## src/design/stb_pkg.sv

```systemverilog
// Package for the software timer bank: widths, action codes and beat types.
// No dependencies; every file of the timer bank imports it.
`default_nettype none

package stb_pkg;

  localparam int unsigned NumTimersDef = 8;
  localparam int unsigned TimerW       = 32;
  localparam int unsigned IndexW       = 5;
  localparam int unsigned ActionW      = 3;

  typedef enum logic [ActionW-1:0] {
    ACT_TICK   = 3'd0,
    ACT_START  = 3'd1,
    ACT_STOP   = 3'd2,
    ACT_PAUSE  = 3'd3,
    ACT_RESUME = 3'd4,
    ACT_QUERY  = 3'd5
  } action_e;

  typedef struct packed {
    logic [ActionW-1:0] action;
    logic [IndexW-1:0]  timer_index;
    logic [TimerW-1:0]  duration_ticks;
  } stb_in_t;

  typedef struct packed {
    logic [IndexW-1:0] queried_index;
    logic              expired;
    logic              running;
  } stb_out_t;

endpackage

`default_nettype wire

```

## src/design/software_timer_bank_unit.sv

```systemverilog
// Software timer bank top level: counter RAM, one shared incrementer and a small sequencer.
// Depends on stb_pkg for widths, action codes and the beat types.
//
// The bank holds NUM_TIMERS 32-bit counters in a single-port RAM with one valid bit per
// entry, so all counters read as zero after reset without a clearing pass. Each input beat
// is handled by a three-state sequencer that reads one counter, runs it through the shared
// adder and writes it back. A tick sweeps every counter, reading and writing each entry in
// turn; start, stop, pause and resume read and write one entry, a query only reads one, and
// unused action codes go back to idle without a RAM access. A query result sits in an
// output register, so the next beat is accepted while it waits; only a second query stalls
// until the first result has been taken.
`default_nettype none

module software_timer_bank_unit
  import stb_pkg::*;
#(
  parameter int unsigned NUM_TIMERS = NumTimersDef
) (
  input  wire logic     clk_i,
  input  wire logic     rst_ni,
  input  wire logic     in_valid_i,
  output logic          in_ready_o,
  input  wire stb_in_t  in_data_i,
  output logic          out_valid_o,
  input  wire logic     out_ready_i,
  output stb_out_t      out_data_o
);

  localparam int unsigned AddrW = (NUM_TIMERS > 1) ? $clog2(NUM_TIMERS) : 1;

  typedef enum logic [2:0] {
    ST_IDLE = 3'b001,
    ST_READ = 3'b010,
    ST_EXEC = 3'b100
  } state_e;

  state_e              state_q, state_d;
  logic [ActionW-1:0]  act_q, act_d;
  logic [IndexW-1:0]   idx_q, idx_d;
  logic [TimerW-1:0]   dur_q, dur_d;
  logic                in_range_q, in_range_d;
  logic [AddrW-1:0]    sweep_q, sweep_d;
  logic                out_valid_q, out_valid_d;
  stb_out_t            out_data_q, out_data_d;

  logic [TimerW-1:0]   mem_q [NUM_TIMERS];
  logic [NUM_TIMERS-1:0] vld_q;
  logic [TimerW-1:0]   rdata_q;
  logic                rd_vld_q;

  logic [AddrW-1:0]    raddr;
  logic                re;
  logic [AddrW-1:0]    waddr;
  logic                we;
  logic [TimerW-1:0]   wdata;
  logic [TimerW-1:0]   rd_cnt;
  logic [TimerW-1:0]   add_a;
  logic                add_c;
  logic [TimerW-1:0]   add_sum;
  logic                is_tick;
  logic                is_query;
  logic                exec_go;
  logic                sweep_last;
  logic                accept;

  assign accept     = in_valid_i && in_ready_o;
  assign in_ready_o = (state_q == ST_IDLE);
  assign is_tick    = (act_q == ACT_TICK);
  assign is_query   = (act_q == ACT_QUERY);
  assign sweep_last = (sweep_q == AddrW'(NUM_TIMERS - 1));
  assign exec_go    = !is_query || !out_valid_q || out_ready_i;

  assign rd_cnt  = (rd_vld_q && (in_range_q || is_tick)) ? rdata_q : '0;
  assign add_a   = (act_q == ACT_START) ? ~dur_q : rd_cnt;
  assign add_c   = (act_q == ACT_START) || (is_tick && rd_cnt[TimerW-1]);
  assign add_sum = add_a + TimerW'(add_c);

  assign raddr = is_tick ? sweep_q : (in_range_q ? idx_q[AddrW-1:0] : '0);
  assign re    = (state_q == ST_READ);
  assign waddr = raddr;

  always_comb begin
    wdata = rd_cnt;
    we    = 1'b0;
    case (action_e'(act_q))
      ACT_TICK: begin
        wdata = add_sum;
        we    = 1'b1;
      end
      ACT_START: begin
        wdata = add_sum;
        we    = in_range_q;
      end
      ACT_STOP: begin
        wdata = '0;
        we    = in_range_q;
      end
      ACT_PAUSE: begin
        wdata = {1'b0, rd_cnt[TimerW-2:0]};
        we    = in_range_q;
      end
      ACT_RESUME: begin
        wdata = {1'b1, rd_cnt[TimerW-2:0]};
        we    = in_range_q;
      end
      default: begin
        we = 1'b0;
      end
    endcase
    if (state_q != ST_EXEC) begin
      we = 1'b0;
    end
  end

  always_comb begin
    state_d     = state_q;
    act_d       = act_q;
    idx_d       = idx_q;
    dur_d       = dur_q;
    in_range_d  = in_range_q;
    sweep_d     = sweep_q;
    out_valid_d = out_valid_q && !out_ready_i;
    out_data_d  = out_data_q;
    case (state_q)
      ST_IDLE: begin
        if (accept) begin
          act_d      = in_data_i.action;
          idx_d      = in_data_i.timer_index;
          dur_d      = in_data_i.duration_ticks;
          in_range_d = ({1'b0, in_data_i.timer_index} < (IndexW + 1)'(NUM_TIMERS));
          sweep_d    = '0;
          if (in_data_i.action <= ACT_QUERY) begin
            state_d = ST_READ;
          end
        end
      end
      ST_READ: begin
        state_d = ST_EXEC;
      end
      ST_EXEC: begin
        if (exec_go) begin
          if (is_query) begin
            out_valid_d                = 1'b1;
            out_data_d.queried_index   = idx_q;
            out_data_d.expired         = !rd_cnt[TimerW-1];
            out_data_d.running         = rd_cnt[TimerW-1];
          end
          if (is_tick && !sweep_last) begin
            sweep_d = sweep_q + AddrW'(1);
            state_d = ST_READ;
          end else begin
            state_d = ST_IDLE;
          end
        end
      end
      default: begin
        state_d = ST_IDLE;
      end
    endcase
  end

  always_ff @(posedge clk_i or negedge rst_ni) begin
    if (!rst_ni) begin
      state_q     <= ST_IDLE;
      out_valid_q <= 1'b0;
      vld_q       <= '0;
      sweep_q     <= '0;
    end else begin
      state_q     <= state_d;
      out_valid_q <= out_valid_d;
      sweep_q     <= sweep_d;
      if (we) begin
        vld_q[waddr] <= 1'b1;
      end
    end
  end

  always_ff @(posedge clk_i) begin
    act_q      <= act_d;
    idx_q      <= idx_d;
    dur_q      <= dur_d;
    in_range_q <= in_range_d;
    out_data_q <= out_data_d;
  end

  always_ff @(posedge clk_i) begin
    if (we) begin
      mem_q[waddr] <= wdata;
    end
    if (re) begin
      rdata_q  <= mem_q[raddr];
      rd_vld_q <= vld_q[raddr];
    end
  end

  assign out_valid_o = out_valid_q;
  assign out_data_o  = out_data_q;

  a_sweep_bound: assert property (@(posedge clk_i) disable iff (!rst_ni)
    (state_q != ST_IDLE) |-> (sweep_q <= AddrW'(NUM_TIMERS - 1)))
    else $error("tick sweep index out of range");

  a_result_from_query: assert property (@(posedge clk_i) disable iff (!rst_ni)
    $rose(out_valid_o) |-> $past(state_q == ST_EXEC && act_q == ACT_QUERY))
    else $error("result beat raised without a query");

  a_query_latency: assert property (@(posedge clk_i) disable iff (!rst_ni)
    (accept && in_data_i.action == ACT_QUERY && !out_valid_o) |-> ##3 out_valid_o)
    else $error("query result late");

  a_write_in_range: assert property (@(posedge clk_i) disable iff (!rst_ni)
    (we && !is_tick) |-> in_range_q)
    else $error("counter write for an index outside the bank");

endmodule

`default_nettype wire
```

## config.mk

```make
export PLATFORM = sky130hd
export DESIGN_NAME = software_timer_bank_unit
export DESIGN_NICKNAME = d
export VERILOG_FILES = /design/src/design/stb_pkg.sv /design/src/design/software_timer_bank_unit.sv
export SDC_FILE = /design/constraint.sdc
export NUM_CORES = 1
export LEC_CHECK = 0
export BUFFER_PORTS_ARGS = -buffer_cell sky130_fd_sc_hd__buf_2
export CAP_MARGIN = 10
export CORE_UTILIZATION = 40
export CTS_CLUSTER_DIAMETER = 40
export DETAILED_ROUTE_END_ITERATION = 6
export GPL_ROUTABILITY_DRIVEN = 0
export MAX_ROUTING_LAYER = met4
export PLACE_DENSITY_LB_ADDON = 0.15
export SLEW_MARGIN = 30
export SYNTH_ARGS = -nofsm -noshare
export SYNTH_HDL_FRONTEND = slang
export SYNTH_SLANG_ARGS = --single-unit
export TNS_END_PERCENT = 30
```

## constraint.sdc

```tcl
create_clock -name clk_i -period 5.02 [get_ports clk_i]
set_input_delay 1.004 -clock clk_i [delete_from_list [all_inputs] [get_ports clk_i]]
set_output_delay 1.004 -clock clk_i [all_outputs]
set_load 0.05 [all_outputs]
```

## Word level (Yosys, flattened, before mapping)

Memories as Yosys holds them, arrays and structs flattened. A register that Yosys moved wholly into a read port is not among the register bits.
Index checks and enable logic that the tools add are counted.

| word-level totals | value |
|---|---|
| memories | 1 |
| output and inout port bits | 9 |
| register bits after elaboration | 64 |
| RAM bits | 256 |
| word-level logic and storage cells | 83 |
| bits of input ports | 44 |

| cells by class | value |
|---|---|
| order comparisons | 4 |
| add/subtract/negate cells | 2 |
| multiplexer cells | 25 |
| reductions and logical operators | 23 |
| equal/unequal tests | 14 |
| bitwise gates (word level) | 2 |

Memories:

| name | depth | bits a word | rd ports | clocked after memory_dff | write ports | RTL line | RTL |
|---|---|---|---|---|---|---|---|
| mem_q | 8 | 32 | 1 | 1 | 1 | software_timer_bank_unit.sv:46 | `logic [TimerW-1:0] mem_q [NUM_TIMERS];` |

Operators with widths:

| kind | count |
|---|---|
| 32-bit one-hot mux with 4 select lines | 1 |
| 32-bit 2-to-1 mux | 2 |
| 32-bit by 1-bit adder with 32-bit output | 1 |
| 32-bit NOT | 1 |
| 3-bit 2-to-1 mux | 8 |
| 3-bit == test (second input constant) | 4 |
| 3-bit by 2-bit == test with 1-bit output (second input constant) | 3 |
| 3-bit one-hot mux with 3 select lines | 1 |
| 1-bit 2-to-1 mux | 8 |
| 8-bit bitwise OR | 1 |
| 3-bit by 1-bit == test with 1-bit output (second input constant) | 2 |
| 1-bit logical AND | 6 |
| 3-bit one-hot mux with 2 select lines | 1 |
| 3-bit AND reduction | 2 |
| 1-bit zero test | 5 |
| 5-bit by 4-bit less-than comparator with 1-bit output (second input constant) | 1 |
| 1-bit logical OR | 4 |
| 3-bit by 4-bit less-than comparator with 1-bit output (second input constant) | 1 |
| 2-bit by 1-bit != test with 1-bit output (second input constant) | 2 |
| 2-bit != test (second input constant) | 2 |
| 4-bit AND reduction | 1 |
| 4-bit OR reduction | 1 |
| 3-bit by 1-bit adder with 3-bit output (second input constant) | 1 |
| 1-bit binary-select mux with 3-bit select | 1 |
| other kinds (10) | 10 |

## Longest topological paths before layout

| depth | value |
|---|---|
| word-level depth | 8 |
| mapped depth | 16 |
| gate-level depth less buffers | 11 |

## Worst setup path before layout

Ideal clock, no wire load.

| path | value |
|---|---|
| kind | register to register |
| from | reg act_q[1] |
| to | mem mem_q[5][0] (enable) |
| period minus slack after synthesis | 4,592 ps |
| library setup time | 462 ps |
| data required time | 4,558 ps |
| arrival time | 4,130 ps |
| slack | 428 ps |
| buffers on the path | 3 |
| cell stages (with the launch flop) | 9 |
| cell sequence | edfxtp_1 clkbuf_1 nor3_2 clkbuf_1 nand2_1 o21ai_1 clkbuf_1 nand2_1 nor3_1 |

| between the ends | value |
|---|---|
| longest elaborated chain between the ends | 6 |
| elaborated cells between the ends (all ways) | 11 |
| classes of those cells | 4 x eq/ne; 5 x mux; 2 x reduce/logical |

Ends and longest elaborated chain:

| what | RTL line | RTL |
|---|---|---|
| start: declaration | software_timer_bank_unit.sv:38 | `logic [ActionW-1:0] act_q, act_d;` |
| start signal: assignment | software_timer_bank_unit.sv:179 | `act_q <= act_d;` |
| 3-bit by 1-bit == test with 1-bit output, or another cell as far along | software_timer_bank_unit.sv:85 | `case (action_e'(act_q))` |
| 4-bit OR reduction (no line) | -- |  |
| 1-bit one-hot mux with 2 select lines | software_timer_bank_unit.sv:85 |  |
| 1-bit 2-to-1 mux | software_timer_bank_unit.sv:110 | `if (state_q != ST_EXEC) begin` |
| 1-bit 2-to-1 mux | software_timer_bank_unit.sv:187 | `if (we) begin` |
| 1-bit 2-to-1 mux (implied by the code) | software_timer_bank_unit.sv:188 | `mem_q[waddr] <= wdata;` |
| end: declaration | software_timer_bank_unit.sv:46 |  |

Parallel ways exist; a longest one is shown, timed or not.

## Worst setup path in the final report

| path | value |
|---|---|
| from | reg act_q[0] |
| to | mem mem_q[4][24], data pin |

| between the ends | value |
|---|---|
| longest elaborated chain between the ends | 8 |
| elaborated cells between the ends (all ways) | 14 |
| classes of those cells | 1 x add/sub; 4 x eq/ne; 3 x mux; 6 x reduce/logical |

Ends and longest elaborated chain:

| what | RTL line | RTL |
|---|---|---|
| 3-bit zero test | software_timer_bank_unit.sv:68, software_timer_bank_unit.sv:85 |  |
| 1-bit logical OR | software_timer_bank_unit.sv:73 | `assign rd_cnt = (rd_vld_q && (in_range_q \|\| is_tick)) ? rdata_q : '0;` |
| 1-bit logical AND | software_timer_bank_unit.sv:73 |  |
| 32-bit 2-to-1 mux | software_timer_bank_unit.sv:73 |  |
| 1-bit logical AND | software_timer_bank_unit.sv:75 | `assign add_c = (act_q == ACT_START) \|\| (is_tick && rd_cnt[TimerW-1]);` |
| 1-bit logical OR | software_timer_bank_unit.sv:75 |  |
| 32-bit by 1-bit adder with 32-bit output | software_timer_bank_unit.sv:76 | `assign add_sum = add_a + TimerW'(add_c);` |
| 32-bit one-hot mux with 4 select lines (*) | software_timer_bank_unit.sv:85 |  |
| net wdata[24] | software_timer_bank_unit.sv:55 | `logic [TimerW-1:0] wdata;` |

Mark *: on every way through the listed nets, which the timed path passes. The rest lies on a longest branch.

==> run_results.csv <==
group,metric,value,unit
synth,avgSynthCellArea,11.9,µm²
critical_path,critPathKind,"reg -> reg",
flow_run,maxCapViolCount,0,
detailed_routing,wirelength_met1,17800,µm
critical_path,r2r-start,"act_q[0]",
critical_path,reg2regPathDepth,8,
timing,timing.hold.ws,0.341,ns
layout,mostFrequentLayoutCells,"nand2_1, edfxtp_1, nand3_1",
place,port_buffers,52,
critical_path,r2r-end,"mem_q[4][24]",
floorplan,die_h,196,µm
layout,final_area,17600,µm²
timing,worst_slew_margin_rel,0.367,
cts,cts_setup_buffers,0,
timing,fin_crit,4.13,ns
place,dpl-instance-area,16000,µm²
cts,cts_sinks,352,
synth,synth_cell_types,65,
synth,async_reset_ff_frac,0.0426,
cts,numCtsBuffers,49,
critical_path,cp.arrival,4.49,ns
place,dp_hpwl,22600,µm
global_routing,grt_overflow,0,
synth,synth-seq-area-share,0.697,
cts,cts-root-buf,"clkbuf_16",
timing,finalCritPeriodShare,0.822,
timing,fin_worst_skew,0.0156,ns
detailed_routing,initialDrtViolationCount,694,
global_routing,grt_max_degree,86,
timing,hold_viol,0,
timing,fmax,0.242,GHz
timing,setup_viol,0,
floorplan,initial_core_util,0.408,
place,dp_cells,1774,
cts,cts.path.max_buffers,3,
synth,synthCells,1267,
timing,final.setup.worst_slack,0.894,ns
floorplan,boundaryPins,53,
synth,synth_fp_nets,1316,
critical_path,cp-start-kind,"flip-flop",
global_routing,grt_first_pass_wirelength,60100,µm
detailed_routing,met3_length,2520,µm
detailed_routing,drt_first_pass_iters,6,
cts,hold_buffers,0,
synth,yosysWarnings,0,
cts,cts_tree,"yes",
layout,instances_no_fill,1861,
power_and_ir_drop,cellLeakagePower,6.30,nW
timing,worst_pin_slew,0.939,ns
timing,finalMaxSlewViolations,0,
cts,h-tree-depth,2,
place,dpl_worst_slack,0.891,ns
detailed_routing,vias,9996,
global_routing,grt_pass1_vias,9695,
synth,synth-seq-cells,352,
layout,diodes,0,
timing,rsz0062_at_grt,"false",
global_routing,grt.total_usage,0.214,
floorplan,num_rows,70,
detailed_routing,wl_met2,17700,µm
cts,clock_latency,0.58,ns
power_and_ir_drop,power.density,470,nW/µm²
synth,synth-edff-count,337,
timing,setup_tns,0,ns
synth,ys.flop_type,"edfxtp_1",
layout,area_delta_synth_final,16.6,%
floorplan,design.die.area,38400,µm²
cts,cts_resized,0,
status,outcome,"finished, final reports clean",
cts,path_clk_slew,0.05,ns
detailed_routing,route.detailed.drc,0,
detailed_routing,top_layer,"met4",
floorplan,floorplan.die.width,196,µm
critical_path,crit_required,5.38,ns
global_routing,antenna_found_initial,0,
synth,synth_area,15100,µm²
critical_path,cp_max_fo,33,
detailed_routing,vias_per_cell,5.37,
floorplan,core_region_area,36900,µm²
critical_path,endpoint_kind,"flip-flop",
detailed_routing,wire_per_inst,20.9,µm
detailed_routing,wl,39000,µm
layout,layout_commonest_cell,"nand2_1",
layout,layout.nets,1370,
critical_path,regToRegSetupSlack,0.89,ns
detailed_routing,ant_nets,0,
worst_hold_path,min_path_type,"in -> async",
layout,drive_gt1_frac,0.148,
power_and_ir_drop,ir_drop,260,µV
-- critical path: stages, from the launching register on --
cell and delay, ns:
edfxtp_1 0.52, or3b_4 0.48, buf_4 0.38, nand4_1 0.17
a222oi_1 0.67, nand2_1 0.54, or3_1 0.53, or3_1 0.37
nand4_1 0.25
-- cell usage after synthesis, drive strengths merged, types with 8 or more instances --
| library cell | instances | area share |
|---|---|---|
| or2 | 18 | 0.0075 |
| nor3 | 15 | 0.0053 |
| buf | 12 | 0.0052 |
| mux2i | 11 | 0.0073 |
| o2bb2ai | 8 | 0.0047 |
| nand3 | 169 | 0.057 |
| edfxtp | 337 | 0.67 |
| a21oi | 26 | 0.0086 |
| o21ai | 78 | 0.026 |
| nand2 | 347 | 0.086 |
| nor2 | 34 | 0.0085 |
| nand4 | 16 | 0.0066 |
| clkbuf | 67 | 0.017 |
| dfrtp | 14 | 0.023 |
| or3 | 11 | 0.0049 |
-- logic make-up (layout without fill, tap and decap cells) --
group,count (synthesis),count (layout),synth area share
and+or+nand+nor,641,641,0.194
DFF,352,352,0.697
AOI/OAI and AO/OA,163,163,0.0680
buffers and inverters,85,175,0.0234
muxes,12,12,0.00806
xor gates and xnor gates,9,9,0.00523
adders and majority gates,5,5,0.00415
-- layer usage --
metal  vias to the layer above  GRT usage
li1                       4732          -
met1                      4862      0.291
met2                       326      0.328
met3                        76     0.0426
met4                         0     0.0593
met5                         -          -
-- through the flow --
| stage | power, W | util |
|---|---|---|
| 6_report | 0.00826 | 0.476 |
| 5_1_grt | 0.00861 | 0.476 |
| 4_1_cts | 0.00833 | 0.476 |
| 3_5_place_dp | 0.00496 | 0.433 |
| 3_3_place_gp | 0.00496 | 0.433 |
| 2_1_floorplan | 0.00451 | - |
-- worst max path at each step --
stage / start / to / slack (ns)
final: act_q[0] / mem_q[4][24] / 0.89
after global routing: act_q[0] / mem_q[6][17] / 0.61
after CTS: act_q[0] / mem_q[4][15] / 0.87
after detailed placement: act_q[0] / mem_q[4][15] / 0.89
after global placement: act_q[0] / mem_q[4][15] / 0.98
after floorplan: act_q[1] / mem_q[5][0] / 0.43
-- registers in the layout, indices dropped and copies added (netlist names) --
register / cells
vld_q: 8
rdata_q: 32
act_q: 3
dur_q: 32
sweep_q: 3
rd_vld_q: 1
mem_q: 256
out_valid_o: 1
idx_q: 5
state_q: 3
in_range_q: 1
out_data_o: 7
-- cell type report --
cell class	count	area, µm²
clock inverters	32	309
flip-flops and latches	352	10500
clock buffers	55	1290
well taps	504	631
fillers	3238	19300
inverters	6	23.8
repair buffers	82	502
multi-input cells	830	4310
-- where the power goes --
| part | switching (W) | leakage [nW] | total, W | internal, W |
|---|---|---|---|---|
| clock | 0.00128 | 0.778 | 0.00335 | 0.00207 |
| combinational | 0.000909 | 2.22 | 0.00126 | 0.000349 |
| sequential | 0.000127 | 3.30 | 0.00365 | 0.00352 |
Power figures use the tool's default switching activity.
